===== src/rtl/bba_pkg.sv =====
`timescale 1ns / 1ps
package bba_pkg;

    localparam int MAX_BLOCKS = 4096;
    localparam int WORD_BITS  = 32;
    localparam int WORDS      = (MAX_BLOCKS + WORD_BITS - 1) / WORD_BITS;
    localparam int WORD_AW    = $clog2(WORDS);
    localparam int BIT_AW     = $clog2(WORD_BITS);
    localparam int BLOCK_W    = 12;
    localparam int TOTAL_W    = 13;

    localparam logic [TOTAL_W-1:0] TOTAL_RESET = TOTAL_W'(4096);
    localparam logic [TOTAL_W-1:0] TOTAL_MAX   = TOTAL_W'(MAX_BLOCKS);

    localparam logic FUNC_ALLOC = 1'b0;
    localparam logic FUNC_FREE  = 1'b1;

    localparam logic [1:0] ST_OK            = 2'd0;
    localparam logic [1:0] ST_OUT_OF_BLOCKS = 2'd1;
    localparam logic [1:0] ST_DOUBLE_FREE   = 2'd2;
    localparam logic [1:0] ST_OUT_OF_RANGE  = 2'd3;

    typedef logic [WORD_BITS-1:0] t_word;

    typedef struct packed {
        logic               en;
        logic [WORD_AW-1:0] addr;
        t_word              data;
    } t_ram_wr;

    typedef struct packed {
        logic              found;
        logic [BIT_AW-1:0] bit_idx;
    } t_scan_res;

    function automatic t_word bit_mask(input logic [BIT_AW-1:0] b);
        t_word m;
        m = '0;
        m[b] = 1'b1;
        return m;
    endfunction

endpackage


===== src/rtl/bba_scan_unit.sv =====
`timescale 1ns / 1ps
module bba_scan_unit
    import bba_pkg::*;
(
    input  t_word             i_word,
    input  logic              i_is_last,
    input  logic [BIT_AW-1:0] i_last_bit,
    output t_scan_res         o_res
);

    t_word w_free;

    // keep only free bits below the limit, then pick the lowest one
    always_comb begin
        for (int b = 0; b < WORD_BITS; b++) begin
            w_free[b] = !i_word[b] && (!i_is_last || (BIT_AW'(b) <= i_last_bit));
        end
    end

    always_comb begin
        o_res.found   = |w_free;
        o_res.bit_idx = '0;
        for (int b = WORD_BITS - 1; b >= 0; b--) begin
            if (w_free[b]) begin
                o_res.bit_idx = BIT_AW'(b);
            end
        end
    end

endmodule


===== config.mk =====
export PLATFORM = sky130hd
export DESIGN_NAME = bba_scan_unit
export DESIGN_NICKNAME = d
export VERILOG_FILES = /design/src/rtl/bba_pkg.sv /design/src/rtl/bba_scan_unit.sv
export SDC_FILE = /design/constraint.sdc
export NUM_CORES = 1
export LEC_CHECK = 0
export ABC_AREA = 1
export BUFFER_PORTS_ARGS = -buffer_cell sky130_fd_sc_hd__buf_2
export CAP_MARGIN = 20
export CORE_ASPECT_RATIO = 0.9
export CORE_MARGIN = 2
export CORE_UTILIZATION = 53
export DETAILED_ROUTE_END_ITERATION = 16
export PLACE_DENSITY = 0.91
export SLEW_MARGIN = 5
export SYNTH_ARGS = -nofsm -noshare
export SYNTH_HDL_FRONTEND = slang
export SYNTH_SLANG_ARGS = --single-unit

===== constraint.sdc =====
create_clock -name vclk -period 5
set_clock_uncertainty 0.1 [all_clocks]
set_input_delay 1 -clock vclk [all_inputs]
set_output_delay 1 -clock vclk [all_outputs]
set_load 0.01 [all_outputs]

==> metrics.csv <==
metric,value,unit
status,"complete, no violations",
Final Max Slew Viols,0,
Sum Neg Setup Slack,0,ns
Pwr Density,84.3,nW/µm²
most frequent cell after synthesis,nand2_1,
core area,1500,µm²
synth top area cells,"nand2_1 25%, inv_1 15%, nor2_1 12%",
final instance area,1090,µm²
antenna-violating nets left,0,
HP Class,input pin to output port,
"area leader, netlist",nand2_1,
# diodes,0,
Synth top area share,24.8,%
num rows,13,
Worst VDD drop,0.0595,mV
post-route clock period utilization,85.4,%
final hold vios,0,
Reg area,0,µm²
drt pass-1 iters,4,
vias in the first global route,998,
Area Overhead vs Synth,24.3,%
final worst slack,0.732,ns
largest net degree at the start of global routing,13,
post_cts resized,0,
initial antenna violation count,0,
# clk buffers,0,
vias per cell,5.20,
DIE WIDTH,46.9,µm
Synth Instances,185,
Die H,42.6,µm
max-cap violation count,0,
Critical Path Max Stage Delay,0.17,ns
routability cong.,0.933,
RSZ-0062 raised after global routing,no,
sequential area share after synthesis,0,%
initial drt markers,55,
Post-DP Area,1090,µm²
Starting Density,58.8,%
routed wire length,2.45,mm
multi-input combinational cell area,711,µm²
CP arrival,3.17,ns
Avg Synthesized Cell Area,4.75,µm²
input/output buffers,44,
crit path max fanout,8,
gr ovfl total,0,
global-route wire length before repair,3.92,mm
Ports,44,
Slew headroom,70.1,%
Leak,0.677,nW
Setup crit start kind,input pin,
Post-Syn Nets,223,
"Min Clock Period, post-route",4.27,ns
DRC violations left,0,
Die ar.,2000,µm²
Fillers,160,
post-CTS setup buffers,0,
final setup fails,0,
Least-Margin Pin Slew,0.444,ns
f_max,0.234,GHz
seq_cells,0,
CP Class,input pin to output port,
Yosys warning count,0,
Synth top cells by count,"58 x nand2_1, 34 x inv_1, 29 x nor2_1",
Crit. End Element,output port,
synthesized area,880,µm²
vias,1290,
critical path's slowest cell,buf_2,
layout cell share with drive strength beyond 1,26.5,%
nets@finish,266,
Final Util,73.1,%
number of hold buffers added after cts,0,
Crit path top cell by count,nand2_1,
pre-CTS setup slack,0.735,ns
WP data required,3.90,ns
Detail Placement HPWL,2.08,mm
DR WL/cell,9.86,µm
synth unique cells,28,
Total Routing Usage GR,24.9,%
[layout by cell type (no fill, tap or decap), types with 2 or more instances in the layout]
| cell type | synthesis | routed |
|---|---|---|
| nor4_1 | 2 | 2 |
| a31oi_1 | 3 | 3 |
| buf_2 | 0 | 44 |
| a21oi_2 | 2 | 2 |
| nand2_2 | 3 | 3 |
| a31o_2 | 2 | 2 |
| nand4_1 | 3 | 3 |
| o21bai_1 | 4 | 4 |
| nor3_1 | 5 | 5 |
| inv_2 | 2 | 2 |
| nor2_1 | 29 | 29 |
| nand3_1 | 8 | 8 |
| inv_1 | 34 | 34 |
| nand2_1 | 58 | 58 |
| a21oi_1 | 13 | 13 |
| o21ai_0 | 2 | 2 |
[worst max-delay path: cells and delay by family]
kind / cells / cell delay, ns
compound gates: 1 / 0.10
simple gates: 32 / 1.68
buf+inv: 3 / 0.38
[report_power, final]
part | internal [mW] | total (mW) | switching [mW] | leakage (nW)
Clock | 0 | 0 | 0 | 0
Combinational | 0.0371 | 0.0922 | 0.0551 | 0.677
Sequential | 0 | 0 | 0 | 0
[worst paths after layout]
kind	end	startpoint	cells after the start
min	o_res[0]	i_word[0]	4
max	o_res[0]	i_last_bit[2]	36
[per-layer routing]
metal  vias up  global-route usage [%]  wire, µm  part of all wire, %
met1       549                    37.0      1120                   46
met5         -                       0         0                    0
met2        62                    39.7      1120                   46
li1        679                       -         -                    -
met3         0                    2.59       211                  8.6
met4         0                    1.11         0                    0
[per-stage QoR]
stage	instances	power, mW	hold slack (ns)
finish	248	0.0922	2.22
global route	248	0.104	2.24
CTS	248	0.0908	2.22
detailed placement	248	0.0903	2.22
global placement	248	0.0894	2.22
floorplan	185	0.0647	1.99
[layout make-up]
| cell class | instances | area share, % |
|---|---|---|
| inverter | 36 | 12.4 |
| multi-input combinational | 146 | 65.0 |
| tap | 22 | 2.52 |
| timing repair buffer | 44 | 20.1 |
[kinds of logic after synthesis]
family	count (synthesis)	share of synthesized area, %
buf+inv	39	19.2
compound gates	36	29.2
simple gates	110	51.6
(Power assumes the default switching activity.)
