**src/rtl/bba_pkg.sv**
```systemverilog
`timescale 1ns / 1ps
package bba_pkg;

    localparam int MAX_BLOCKS = 4096;
    localparam int WORD_BITS  = 32;
    localparam int WORDS      = (MAX_BLOCKS + WORD_BITS - 1) / WORD_BITS;
    localparam int WORD_AW    = $clog2(WORDS);
    localparam int BIT_AW     = $clog2(WORD_BITS);
    localparam int BLOCK_W    = 12;
    localparam int TOTAL_W    = 13;

    localparam logic [TOTAL_W-1:0] TOTAL_RESET = TOTAL_W'(4096);
    localparam logic [TOTAL_W-1:0] TOTAL_MAX   = TOTAL_W'(MAX_BLOCKS);

    localparam logic FUNC_ALLOC = 1'b0;
    localparam logic FUNC_FREE  = 1'b1;

    localparam logic [1:0] ST_OK            = 2'd0;
    localparam logic [1:0] ST_OUT_OF_BLOCKS = 2'd1;
    localparam logic [1:0] ST_DOUBLE_FREE   = 2'd2;
    localparam logic [1:0] ST_OUT_OF_RANGE  = 2'd3;

    typedef logic [WORD_BITS-1:0] t_word;

    typedef struct packed {
        logic               en;
        logic [WORD_AW-1:0] addr;
        t_word              data;
    } t_ram_wr;

    typedef struct packed {
        logic              found;
        logic [BIT_AW-1:0] bit_idx;
    } t_scan_res;

    function automatic t_word bit_mask(input logic [BIT_AW-1:0] b);
        t_word m;
        m = '0;
        m[b] = 1'b1;
        return m;
    endfunction

endpackage

```
**src/rtl/bba_bitmap_ram.sv**
```systemverilog
`timescale 1ns / 1ps
module bba_bitmap_ram
    import bba_pkg::*;
(
    input  logic               i_clk,
    input  logic               i_rst_n,
    input  logic               i_rd_en,
    input  logic [WORD_AW-1:0] i_rd_addr,
    output t_word              o_rd_data,
    input  t_ram_wr            i_wr
);

    t_word             r_mem [WORDS];
    logic [WORDS-1:0]  r_valid;
    t_word             r_rd_data;

    // a row never written since reset reads as all free
    always_ff @(posedge i_clk) begin
        if (!i_rst_n) begin
            r_valid <= '0;
        end else if (i_wr.en) begin
            r_valid[i_wr.addr] <= 1'b1;
        end
    end

    always_ff @(posedge i_clk) begin
        if (i_wr.en) begin
            r_mem[i_wr.addr] <= i_wr.data;
        end
    end

    always_ff @(posedge i_clk) begin
        if (i_rd_en) begin
            r_rd_data <= r_valid[i_rd_addr] ? r_mem[i_rd_addr] : '0;
        end
    end

    assign o_rd_data = r_rd_data;

endmodule

```
**config.mk**
```make
export PLATFORM = sky130hd
export DESIGN_NAME = bba_bitmap_ram
export DESIGN_NICKNAME = d
export VERILOG_FILES = /design/src/rtl/bba_pkg.sv /design/src/rtl/bba_bitmap_ram.sv
export SDC_FILE = /design/constraint.sdc
export NUM_CORES = 2
export LEC_CHECK = 0
export BUFFER_PORTS_ARGS = -buffer_cell sky130_fd_sc_hd__buf_2
export CELL_PAD_IN_SITES_DETAIL_PLACEMENT = 1
export CELL_PAD_IN_SITES_GLOBAL_PLACEMENT = 2
export CORE_MARGIN = 2
export CORE_UTILIZATION = 30
export DETAILED_ROUTE_END_ITERATION = 6
export GPL_ROUTABILITY_DRIVEN = 1
export PLACE_DENSITY = 0.62
export SLEW_MARGIN = 25
export SYNTH_ARGS = -nofsm -noshare
export SYNTH_HDL_FRONTEND = slang
export SYNTH_SLANG_ARGS = --single-unit
```
**constraint.sdc**
```tcl
create_clock -name i_clk -period 5.6 [get_ports i_clk]
set_input_delay 0.28 -clock i_clk [delete_from_list [all_inputs] [get_ports i_clk]]
set_output_delay 0.28 -clock i_clk [all_outputs]
set_load 0.005 [all_outputs]
```
==> metrics.txt <==
Die Height 740 um; largest net degree at the start of global routing 129; Achievable Freq 292 MHz; worst path bufs/invs 4; number of synthesis warnings 0; Worst-path clk slew 60 ps; Num CTS Buffers 430; initial DRC count 9947; Area Growth Syn to Fin 16.3%; most frequent cell after synthesis edfxtp_1; Max Cap Violations 0; initial antenna violation count 66; RSZ-0062 raised after global routing no; critical path cell sequence dlygate4sd3_1 > buf_2 > or3b_2 > inv_1 > nand2_2 > nor2_4 > buf_4; crit path max fanout 19; Vias/cell 5.36; Final Critical Period 3430 ps; Routed WL 531 mm; Crit. End Element flop; Synth top cells by count edfxtp_1, mux4_2, mux2i_1; Yosys cell types 52; FP Rows 270; HP Class in -> reg; Non-Filler Instances 15500; Cells after DPL 14700; CP Class in -> reg; cts repair resizes 0; Final period util 61.2%; Synth area leaders edfxtp_1, mux4_2, mux2i_1; Synth top area share 76.3%; post-DP HPWL 319 mm; Clock Latency Late Sink 1030 ps; Critical Path RT 6230 ps; Async SR Flop Fraction 0%; RD Place Congestion 0.807; Mapped Area 162000 um^2; clk_skew 63.6 ps; GR Overflow Total 0; Power Density 356 nW/um^2; final setup fails 0; Hold Crit Start i_wr[33]; worst slew pin tran 1290 ps; Pleak 58.7 nW; Syn Inst Count 7422; # nets final 7978; clock buffer depth 4; Net Count, Synth 7472; Clock Root Buffer clkbuf_16; critical path's top delay family simple AND/OR/NAND/NOR gates; DIE AREA 547000 um^2; Synth Area per Inst 21.9 um^2; Seq cells post-synth 4256; Final Hold Fails 0; vias in the first global route 85000; first-pass GRT wire length 726 mm; # port buffers 81; # IOs 82; Sink Count 4256; # fillers 52700; WL/cell 34.2 um; Critical Path AT 4060 ps; Total GRT Usage 18.9%; outcome finished clean; post-synthesis sequential area ratio 77.9%; Critical Path Source i_wr[32]; Starting Density 30.1%; Worst path slowest cell nor2_4; Slew HR 13.0%; CP Launch Type input pin; DRT Pass-1 Iters 6; antenna-violating nets left 0; area leader, netlist edfxtp_1; core area 540000 um^2; EDFF count, synth 4128; max-slew violation count 0; Sum Neg Setup Slack 0 ps; TritonCTS clock tree yes; Die W 740 um; Post-synth top flop edfxtp_1; H-tree levels 5; Post-route DRC 0; worst vdd ir 311 uV; post-CTS setup buffer count 0; Reg-to-Reg Start r_mem[24][31]; share of cells above drive strength 1 25.5%; vias 83300; CP peak stage delay 1000 ps
registers in the layout, indices dropped and copies added (netlist names):
name / cells
r_mem: 4096
o_rd_data: 32
r_valid: 128
what timing repair did:
action	CTS	global route
endpoints found under the setup margin	0	0
hold buffers	35	0
endpoints found under the hold margin	1833	0
stage by stage:
step | utilization (%) | area, um^2 | worst slack, ps | hold slack [ps] | power [mW]
2_1_floorplan | - | 162000 | 2480 | 379 | 37.5
3_3_place_gp | 32.2 | 174000 | 794 | 438 | 39.3
3_5_place_dp | 32.3 | 175000 | 1060 | 449 | 39.4
4_1_cts | 34.9 | 189000 | 2210 | 8.67 | 67.7
5_1_grt | 35.0 | 189000 | 2210 | 87.4 | 68.9
6_report | 35.0 | 189000 | 2170 | 126 | 67.2
kinds of logic after synthesis:
group | Yosys count | synth area share [%]
and+or+nand+nor | 439 | 1.25
buffers and inverters | 453 | 1.47
muxes | 1349 | 15.1
DFF | 4256 | 77.9
AOI/OAI and AO/OA | 925 | 4.29
metal layers:
metal | GRT usage, % | part of all wire, % | wire length (um) | vias to the layer above
met2 | 30.9 | 48 | 255000 | 3401
met5 | 0 | 0.010 | 53 | -
met4 | 4.74 | 2.7 | 14300 | 10
met1 | 26.3 | 42 | 222000 | 46500
met3 | 3.27 | 7.5 | 39600 | 591
li1 | - | - | - | 32800
report_power, final:
part / switching, mW / internal (mW) / total, mW / leakage, nW
logic: 2.42 / 1.12 / 3.54 / 13.8
clock network: 12.4 / 16.1 / 28.5 / 6.73
registers: 0.0871 / 35.1 / 35.1 / 38.2
total: 15.0 / 52.3 / 67.2 / 58.7
layout make-up:
cell class | count | area [um^2] | area share, %
diodes | 28 | 70.1 | 0.0371
clock buffers | 548 | 11500 | 6.12
clock inverters | 248 | 2220 | 1.18
inverters | 5 | 26.3 | 0.0139
multi-input cells | 2713 | 34600 | 18.3
flip-flops and latches | 4256 | 127000 | 67.0
well taps | 7208 | 9020 | 4.78
repair buffers | 522 | 4820 | 2.55
final timing paths:
| check | end | slack (ps) | cells after the start |
|---|---|---|---|
| max | r_mem[44][31] | 2170 | 7 |
| min | r_mem[99][28] | 130 | 3 |
| max reg2reg | o_rd_data[31] | 2610 | 5 |
| min reg2reg | r_valid[116] | 460 | 1 |
layout by cell type, fill, tap and decap left out, types with 80 or more instances in the layout:
cell / instances
a221oi_1: 191
a22oi_1: 219
buf_4: 376
clkbuf_1: 96
clkbuf_16: 441
clkinv_1: 97
clkinv_2: 81
dfxtp_1: 128
edfxtp_1: 4128
mux2i_1: 452
mux4_2: 836
nand3_1: 124
nor2_4: 137
o21a_1: 128
o21ai_0: 80
worst reg2reg max path, cell delays in order (launching register included):
cell and delay [ps]:
edfxtp_1 360, mux4_2 480, mux2i_1 610, o21ai_0 590
a41o_1 530, o311a_1 190
Power figures use the tool's default switching activity.
